File: config.mk
export PLATFORM = sky130hd
export DESIGN_NAME = pulse_width_joystick_decoder
export DESIGN_NICKNAME = d
export VERILOG_FILES = /design/src/rtl/core/pwjd_pkg.sv /design/src/rtl/core/pulse_width_joystick_decoder.sv
export SDC_FILE = /design/constraint.sdc
export NUM_CORES = 1
export LEC_CHECK = 0
export BUFFER_PORTS_ARGS = -buffer_cell sky130_fd_sc_hd__buf_4
export CAP_MARGIN = 20
export CORE_MARGIN = 1
export CORE_UTILIZATION = 45
export DETAILED_ROUTE_END_ITERATION = 7
export SETUP_SLACK_MARGIN = 0.2
export SLEW_MARGIN = 20
export SYNTH_ARGS = -nofsm -noshare
export SYNTH_HDL_FRONTEND = slang
export SYNTH_SLANG_ARGS = --single-unit
File: constraint.sdc
create_clock -name clk_i -period 5.7 [get_ports clk_i]
set_clock_uncertainty 0.2 [all_clocks]
set_input_delay 0.285 -clock clk_i [delete_from_list [all_inputs] [get_ports clk_i]]
set_output_delay 0.285 -clock clk_i [all_outputs]
set_load 0.005 [all_outputs]
File: src/rtl/core/pwjd_pkg.sv
// shared types and constants for the pulse-width joystick decoder
package pwjd_pkg;

  localparam int unsigned COUNT_WIDTH = 16;
  localparam int unsigned CENTER_W    = 15;
  localparam int unsigned THRESH_W    = 16;
  localparam int unsigned CFG_DATA_W  = 16;
  localparam int unsigned CFG_IDX_W   = 2;
  localparam int unsigned VALUE_W     = 16;
  localparam int unsigned IN_DATA_W   = 8;
  localparam int unsigned OUT_DATA_W  = 48;

  // register indexes
  localparam logic [CFG_IDX_W-1:0] CFG_Y_CENTER  = 2'd0;
  localparam logic [CFG_IDX_W-1:0] CFG_X_CENTER  = 2'd1;
  localparam logic [CFG_IDX_W-1:0] CFG_DEAD_ZONE = 2'd2;
  localparam logic [CFG_IDX_W-1:0] CFG_MODE_THR  = 2'd3;

  localparam logic [CENTER_W-1:0] Y_CENTER_RST  = 15'd195;
  localparam logic [CENTER_W-1:0] X_CENTER_RST  = 15'd185;
  localparam logic [CENTER_W-1:0] DEAD_ZONE_RST = 15'd40;
  localparam logic [THRESH_W-1:0] MODE_THR_RST  = 16'd1000;

  typedef enum logic [3:0] {
    DIR_STOP       = 4'd0,
    DIR_FWD_RIGHT  = 4'd1,
    DIR_FWD_LEFT   = 4'd2,
    DIR_BACK_RIGHT = 4'd3,
    DIR_BACK_LEFT  = 4'd4,
    DIR_FWD        = 4'd5,
    DIR_BACK       = 4'd6,
    DIR_RIGHT      = 4'd7,
    DIR_LEFT       = 4'd8
  } dir_e;

  // motor drive patterns: bit0 l rev, bit1 r rev, bit2 l fwd, bit3 r fwd
  localparam logic [3:0] DRV_STOP       = 4'd0;
  localparam logic [3:0] DRV_FWD_RIGHT  = 4'd4;
  localparam logic [3:0] DRV_FWD_LEFT   = 4'd8;
  localparam logic [3:0] DRV_BACK_RIGHT = 4'd1;
  localparam logic [3:0] DRV_BACK_LEFT  = 4'd2;
  localparam logic [3:0] DRV_FWD        = 4'd12;
  localparam logic [3:0] DRV_BACK       = 4'd3;
  localparam logic [3:0] DRV_RIGHT      = 4'd6;
  localparam logic [3:0] DRV_LEFT       = 4'd9;

  // result beat, last field in the lowest bits
  typedef struct packed {
    logic [3:0]         pad;
    logic               decode_done;
    logic               heartbeat;
    logic [VALUE_W-1:0] y_value;
    logic [VALUE_W-1:0] x_value;
    logic               armed_phase;
    logic               follow_active;
    logic [3:0]         direction_code;
    logic [3:0]         drive_bits;
  } result_t;

endpackage

File: src/rtl/core/pulse_width_joystick_decoder.sv
// pulse-width joystick decoder: sample counting, direction decode and output buffering
//
// usage
//   s_axis carries one sample tick per beat, tdata[0] is the received pin level.
//   m_axis returns one result beat for every input beat, in order.
//   cfg_we_i/cfg_index_i/cfg_data_i write the four settings (y centre, x centre,
//   dead zone, follow threshold); write only while no beat is in flight.
// throughput
//   a result is registered at the edge that takes its input beat; one beat per
//   cycle is sustained while the skid register is empty, the counters and the decode
//   compare sit in a single stage between the accepted beat and the result register.
// stall behaviour
//   a two-entry output buffer (result register plus skid register) keeps
//   s_axis_tready_o high while one result waits; it drops only once both hold
//   results the receiver has not taken.
// reset
//   rst_ni clears counters, latches, phase, direction and heartbeat, empties the
//   output buffer and loads the default settings.
module pulse_width_joystick_decoder (
  input  logic                          clk_i,
  input  logic                          rst_ni,
  input  logic                          cfg_we_i,
  input  logic [pwjd_pkg::CFG_IDX_W-1:0]  cfg_index_i,
  input  logic [pwjd_pkg::CFG_DATA_W-1:0] cfg_data_i,
  input  logic                          s_axis_tvalid_i,
  output logic                          s_axis_tready_o,
  // pin_level, zero padding
  input  logic [pwjd_pkg::IN_DATA_W-1:0]  s_axis_tdata_i,
  output logic                          m_axis_tvalid_o,
  input  logic                          m_axis_tready_i,
  // drive_bits, direction_code, follow_active, armed_phase, x_value, y_value,
  // heartbeat, decode_done, zero padding
  output logic [pwjd_pkg::OUT_DATA_W-1:0] m_axis_tdata_o
);
  import pwjd_pkg::*;

  localparam int unsigned CmpW = COUNT_WIDTH + 18;
  localparam logic [COUNT_WIDTH-1:0] CountMax = {COUNT_WIDTH{1'b1}};

  logic [CENTER_W-1:0] y_center_q, x_center_q, dead_zone_q;
  logic [THRESH_W-1:0] mode_thr_q;

  logic [COUNT_WIDTH-1:0] high_cnt_q, high_cnt_d, low_cnt_q, low_cnt_d;
  logic [COUNT_WIDTH-1:0] high_inc, low_inc;
  logic [COUNT_WIDTH-1:0] x_latch_q, x_latch_d, y_latch_q, y_latch_d;
  logic                   phase_q, phase_d, toggle_q, toggle_d;
  dir_e                   code_q, code_d;
  logic [3:0]             drive_q, drive_d;

  logic    out_valid_q, skid_valid_q;
  result_t out_q, skid_q, res;

  logic in_fire, out_fire, pin, follow, done;
  logic fwd, back, right, left;
  logic [CmpW-1:0] hc_w, lc_w, yc_w, xc_w, dz_w, thr_w;

  assign s_axis_tready_o = !skid_valid_q;
  assign in_fire  = s_axis_tvalid_i && s_axis_tready_o;
  assign out_fire = out_valid_q && m_axis_tready_i;
  assign pin      = s_axis_tdata_i[0];

  always_comb begin
    high_inc = (pin && high_cnt_q != CountMax) ? high_cnt_q + 1'b1 : high_cnt_q;
    low_inc  = (!pin && low_cnt_q != CountMax) ? low_cnt_q + 1'b1 : low_cnt_q;

    hc_w  = CmpW'(high_inc);
    lc_w  = CmpW'(low_inc);
    yc_w  = CmpW'(y_center_q);
    xc_w  = CmpW'(x_center_q);
    dz_w  = CmpW'(dead_zone_q);
    thr_w = CmpW'(mode_thr_q);

    follow = hc_w > thr_w;
    // lower bounds only apply when the dead zone fits below the centre
    fwd   = hc_w > yc_w + dz_w;
    back  = (yc_w >= dz_w) && (hc_w < yc_w - dz_w);
    right = lc_w > xc_w + dz_w;
    left  = (xc_w >= dz_w) && (lc_w < xc_w - dz_w);

    high_cnt_d = high_inc;
    low_cnt_d  = low_inc;
    phase_d    = phase_q;
    x_latch_d  = x_latch_q;
    y_latch_d  = y_latch_q;
    code_d     = code_q;
    drive_d    = drive_q;
    toggle_d   = !toggle_q;
    done       = 1'b0;

    if (!follow) begin
      if (pin && phase_q) begin
        done       = 1'b1;
        x_latch_d  = low_inc;
        high_cnt_d = '0;
        low_cnt_d  = '0;
        phase_d    = 1'b0;
        if (fwd && right) begin
          code_d = DIR_FWD_RIGHT;  drive_d = DRV_FWD_RIGHT;
        end else if (fwd && left) begin
          code_d = DIR_FWD_LEFT;   drive_d = DRV_FWD_LEFT;
        end else if (back && right) begin
          code_d = DIR_BACK_RIGHT; drive_d = DRV_BACK_RIGHT;
        end else if (back && left) begin
          code_d = DIR_BACK_LEFT;  drive_d = DRV_BACK_LEFT;
        end else if (fwd) begin
          code_d = DIR_FWD;        drive_d = DRV_FWD;
        end else if (back) begin
          code_d = DIR_BACK;       drive_d = DRV_BACK;
        end else if (right) begin
          code_d = DIR_RIGHT;      drive_d = DRV_RIGHT;
        end else if (left) begin
          code_d = DIR_LEFT;       drive_d = DRV_LEFT;
        end else begin
          code_d = DIR_STOP;       drive_d = DRV_STOP;
        end
      end else if (!pin && !phase_q) begin
        y_latch_d = high_inc;
        phase_d   = 1'b1;
      end
    end

    res                = '0;
    res.drive_bits     = drive_d;
    res.direction_code = code_d;
    res.follow_active  = follow;
    res.armed_phase    = phase_d;
    res.x_value        = VALUE_W'(x_latch_d);
    res.y_value        = VALUE_W'(y_latch_d);
    res.heartbeat      = toggle_d;
    res.decode_done    = done;
  end

  always_ff @(posedge clk_i or negedge rst_ni) begin
    if (!rst_ni) begin
      y_center_q  <= Y_CENTER_RST;
      x_center_q  <= X_CENTER_RST;
      dead_zone_q <= DEAD_ZONE_RST;
      mode_thr_q  <= MODE_THR_RST;
    end else if (cfg_we_i) begin
      case (cfg_index_i)
        CFG_Y_CENTER:  y_center_q  <= cfg_data_i[CENTER_W-1:0];
        CFG_X_CENTER:  x_center_q  <= cfg_data_i[CENTER_W-1:0];
        CFG_DEAD_ZONE: dead_zone_q <= cfg_data_i[CENTER_W-1:0];
        CFG_MODE_THR:  mode_thr_q  <= cfg_data_i[THRESH_W-1:0];
        default: ;
      endcase
    end
  end

  always_ff @(posedge clk_i or negedge rst_ni) begin
    if (!rst_ni) begin
      high_cnt_q <= '0;
      low_cnt_q  <= '0;
      phase_q    <= 1'b0;
      x_latch_q  <= '0;
      y_latch_q  <= '0;
      code_q     <= DIR_STOP;
      drive_q    <= DRV_STOP;
      toggle_q   <= 1'b0;
    end else if (in_fire) begin
      high_cnt_q <= high_cnt_d;
      low_cnt_q  <= low_cnt_d;
      phase_q    <= phase_d;
      x_latch_q  <= x_latch_d;
      y_latch_q  <= y_latch_d;
      code_q     <= code_d;
      drive_q    <= drive_d;
      toggle_q   <= toggle_d;
    end
  end

  // result register with skid stage behind it
  always_ff @(posedge clk_i or negedge rst_ni) begin
    if (!rst_ni) begin
      out_valid_q  <= 1'b0;
      skid_valid_q <= 1'b0;
    end else begin
      if (skid_valid_q) begin
        if (out_fire) begin
          skid_valid_q <= 1'b0;
        end
      end else if (in_fire) begin
        if (out_valid_q && !m_axis_tready_i) begin
          skid_valid_q <= 1'b1;
        end else begin
          out_valid_q <= 1'b1;
        end
      end else if (out_fire) begin
        out_valid_q <= 1'b0;
      end
    end
  end

  always_ff @(posedge clk_i) begin
    if (skid_valid_q) begin
      if (out_fire) begin
        out_q <= skid_q;
      end
    end else if (in_fire) begin
      if (out_valid_q && !m_axis_tready_i) begin
        skid_q <= res;
      end else begin
        out_q <= res;
      end
    end
  end

  assign m_axis_tvalid_o = out_valid_q;
  assign m_axis_tdata_o  = out_q;

  a_skid_needs_out: assert property (@(posedge clk_i) disable iff (!rst_ni)
    skid_valid_q |-> out_valid_q)
    else $error("skid stage holds a beat while result register is empty");

  a_done_not_follow: assert property (@(posedge clk_i) disable iff (!rst_ni)
    in_fire |-> !(done && follow))
    else $error("decode reported on a follow-mode tick");

  a_done_clears: assert property (@(posedge clk_i) disable iff (!rst_ni)
    (in_fire && done) |=> (phase_q == 1'b0 && high_cnt_q == '0 && low_cnt_q == '0))
    else $error("decode did not clear counters and phase");

  a_heartbeat: assert property (@(posedge clk_i) disable iff (!rst_ni)
    in_fire |=> (toggle_q != $past(toggle_q)))
    else $error("heartbeat did not toggle on an accepted beat");

  a_stall_holds: assert property (@(posedge clk_i) disable iff (!rst_ni)
    (out_valid_q && !m_axis_tready_i) |=> (out_valid_q && $stable(out_q)))
    else $error("stalled result changed");

endmodule
==> results.toml <==
[power_and_ir_drop]
p_int_mw = 4.47
seqPwrFrac = 0.330
powerDensity_nw_per_um2 = 438
pwr-share-clk = 0.228
switching_share = 0.377
power_frac_comb = 0.442
p_sw_mw = 2.70
p_leak_nw = 7.46
ir_worst_vdd_uv = 295

[worst_setup_path]
reg2regPathDepth = 22
critical_path_class = "register to register"
r2r_slack_ns = 0.47
startpoint_type = "register"
worst_ep_arrival_time_ns = 5.32
critPathRequiredTime_ns = 5.80
crit_path_max_fanout = 7
worstSetupEndpointType = "register"
cp-startpoint = "dead_zone_q[0]"
reg2reg_from = "dead_zone_q[0]"

[layout]
final_cell_mix = "nand2_1, ha_1, dfrtp_1, inv_1, o21ai_0"
mostFrequentLayoutCell = "nand2_1"
utilization = 0.532
final_nets = 1661
final_cells = 1901
drive_gt1_frac = 0.187
fin_area_um2 = 16300
n_antenna_cell = 0
area_growth_syn_to_layout_pct = 15.4

[sta]
rsz0062_at_grt = "false"
finalCritPeriodShare = 0.917
worstMarginPinSlew_ns = 1.00
period_needed_ns = 5.23
fin_ws_ns = 0.475
hold_violations = 0
finalSetupTns_ns = 0
relSlewSlack = 0.331
report.final.slew_viol_count = 0
setup_viol = 0
fmax_mhz = 191

[die]
core_area_um2 = 30700
fp.dieH_um = 179
dieArea_um2 = 32200
initial_core_util = 0.460
pin_count = 81
die_x_um = 179
rows = 64

[drt]
drtPass1Iterations = 8
via_count = 10400
wl_per_cell_um = 18.4
drtIter0Drc = 562
final_antenna_net_count = 0
viasPerCell = 5.47
routed_wl_um = 35000
route.detailed.drc = 2

[run_status]
violations = "DRC"
status = "finished, violations left"

[placed_design]
dp.cells = 1831
pre_cts_ws_ns = 0.249
placed_cell_area_um2 = 15200
place_congestion = 0.896
numPortBuffers = 69
dpl.hpwl_um = 26200

[clock_tree]
cts_tree = "built"
cts-buffers-inserted = 25
root_buffer = "clkbuf_16"
clock_sinks = 225
worstSkewPairLatency_ns = 0.55
path_clk_slew_ns = 0.06
ctsLongestPathBuffers = 3
h-tree-depth = 1

[grt]
grt_remaining_overflow = 0
grt_pass1_wl_um = 56300
antenna_found_initial = 0
grt_max_degree = 87
grt_pass1_vias = 10400
grt_usage = 0.226

[logic_synthesis]
synth_edf_count = 88
async_flop_share = 0.609
syn_area_um2 = 14200
ys_types = 75
ys_ff_latch = 225
syn_avg_cell_area_um2 = 10.2
yosysSeqAreaShare = 0.430
synth_cells = 1388
ys.warnings.count = 0
synth_flop_cell = "dfrtp_1"

[flow_run]
drv_cap = 0

[hold_path]
hp-class = "input port to register"
hold_start = "cfg_index_i[0]"
whs_path_depth = 3
-- what timing repair did --
action	in CTS	in global routing
endpoints found under the setup margin	0	66
resized for setup	0	11
endpoints found under the hold margin	132	0
setup buffers	0	2
hold buffers	22	0
-- worst paths after layout --
path,end
max in group asynchronous,y_latch_q[14]
worst max register to register,m_axis_tdata_o[0]
worst max-delay path,m_axis_tdata_o[0]
worst min-delay path,y_center_q[1]
min in group asynchronous,mode_thr_q[10]
worst min register to register,y_latch_q[1]
-- per-layer routing --
layer	wire length (um)	up-vias	part of all wire	GRT usage
met4	1130	0	0.032	0.0767
met3	1340	60	0.038	0.0253
met2	16300	209	0.47	0.374
li1	-	5122	-	-
met1	16200	5011	0.46	0.307
met5	0	-	0	0
-- sequential cells by signal (all words and copies together) (netlist names), 4 cells and up --
name	count
skid_q	44
high_cnt_q	16
low_cnt_q	16
dead_zone_q	15
y_center_q	15
code_q	4
y_latch_q	16
x_latch_q	16
drive_q	4
m_axis_tdata_o	44
mode_thr_q	16
x_center_q	15
-- cells in the mapped netlist, drive strengths merged, types with 26 or more instances --
library cell    n  area share
o21ai         112       0.040
mux2           85       0.068
xnor2          63       0.039
nand3          29       0.010
nand2         165       0.044
clkbuf         33      0.0089
edfxtp         88        0.19
dfrtp         120        0.21
nor2           61       0.017
mux2i          26       0.018
inv           107       0.028
a21oi          79       0.028
ha            140        0.12
-- worst max-delay path, cell delays in order (launching register included) --
cell	delay [ns]
dfrtp_1	0.45
ha_1	0.25
fa_1	0.41
nor2b_1	0.15
o21bai_1	0.16
a21oi_1	0.09
nor2_1	0.18
o31ai_2	0.11
a2111oi_0	0.38
buf_4	0.18
o41ai_1	0.08
a21oi_1	0.18
xnor2_1	0.08
ha_1	0.31
and4_1	0.25
nand4_1	0.13
nor4_1	0.33
a21oi_1	0.11
nand2_2	0.17
o21ai_0	0.14
xnor2_1	0.24
o21ai_1	0.11
mux2_2	0.27
-- kinds of logic after synthesis --
logic type      after synthesis  share of synthesized area
simple gates                352                      0.118
compound gates              305                      0.137
flops                       225                      0.430
buf+inv                     166                     0.0471
fa+ha+maj                   144                      0.129
mux                         111                     0.0860
xor+xnor                     84                     0.0525
other cells                   1                   0.000265
-- through the flow --
| stage | power [mW] | hold WS, ns |
|---|---|---|
| 3_5_place_dp | 5.52 | 0.216 |
| 3_3_place_gp | 5.44 | 0.212 |
| 2_1_floorplan | 4.51 | -0.211 |
| 4_1_cts | 7.19 | 0.0255 |
| 6_report | 7.17 | 0.0406 |
| 5_1_grt | 7.71 | 0.0402 |
-- power by group through the flow --
| stage | combinational (mW) | clock (mW) | sequential, mW |
|---|---|---|---|
| 3_3_place_gp | 3.05 | 0 | 2.39 |
| 5_1_grt | 3.56 | 1.74 | 2.41 |
| 6_report | 3.17 | 1.63 | 2.36 |
| 4_1_cts | 3.15 | 1.68 | 2.37 |
| 3_5_place_dp | 3.12 | 0 | 2.40 |
| 2_1_floorplan | 2.15 | 0 | 2.36 |
-- cell type report --
type	instances	area, um^2
multi-input cells	1000	7490
clock buffers	37	721
flip-flops and latches	225	6090
clock inverters	9	110
well taps	396	495
inverters	108	405
fillers	2834	14400
repair buffers	126	1030
Power figures use the tool's default switching activity.
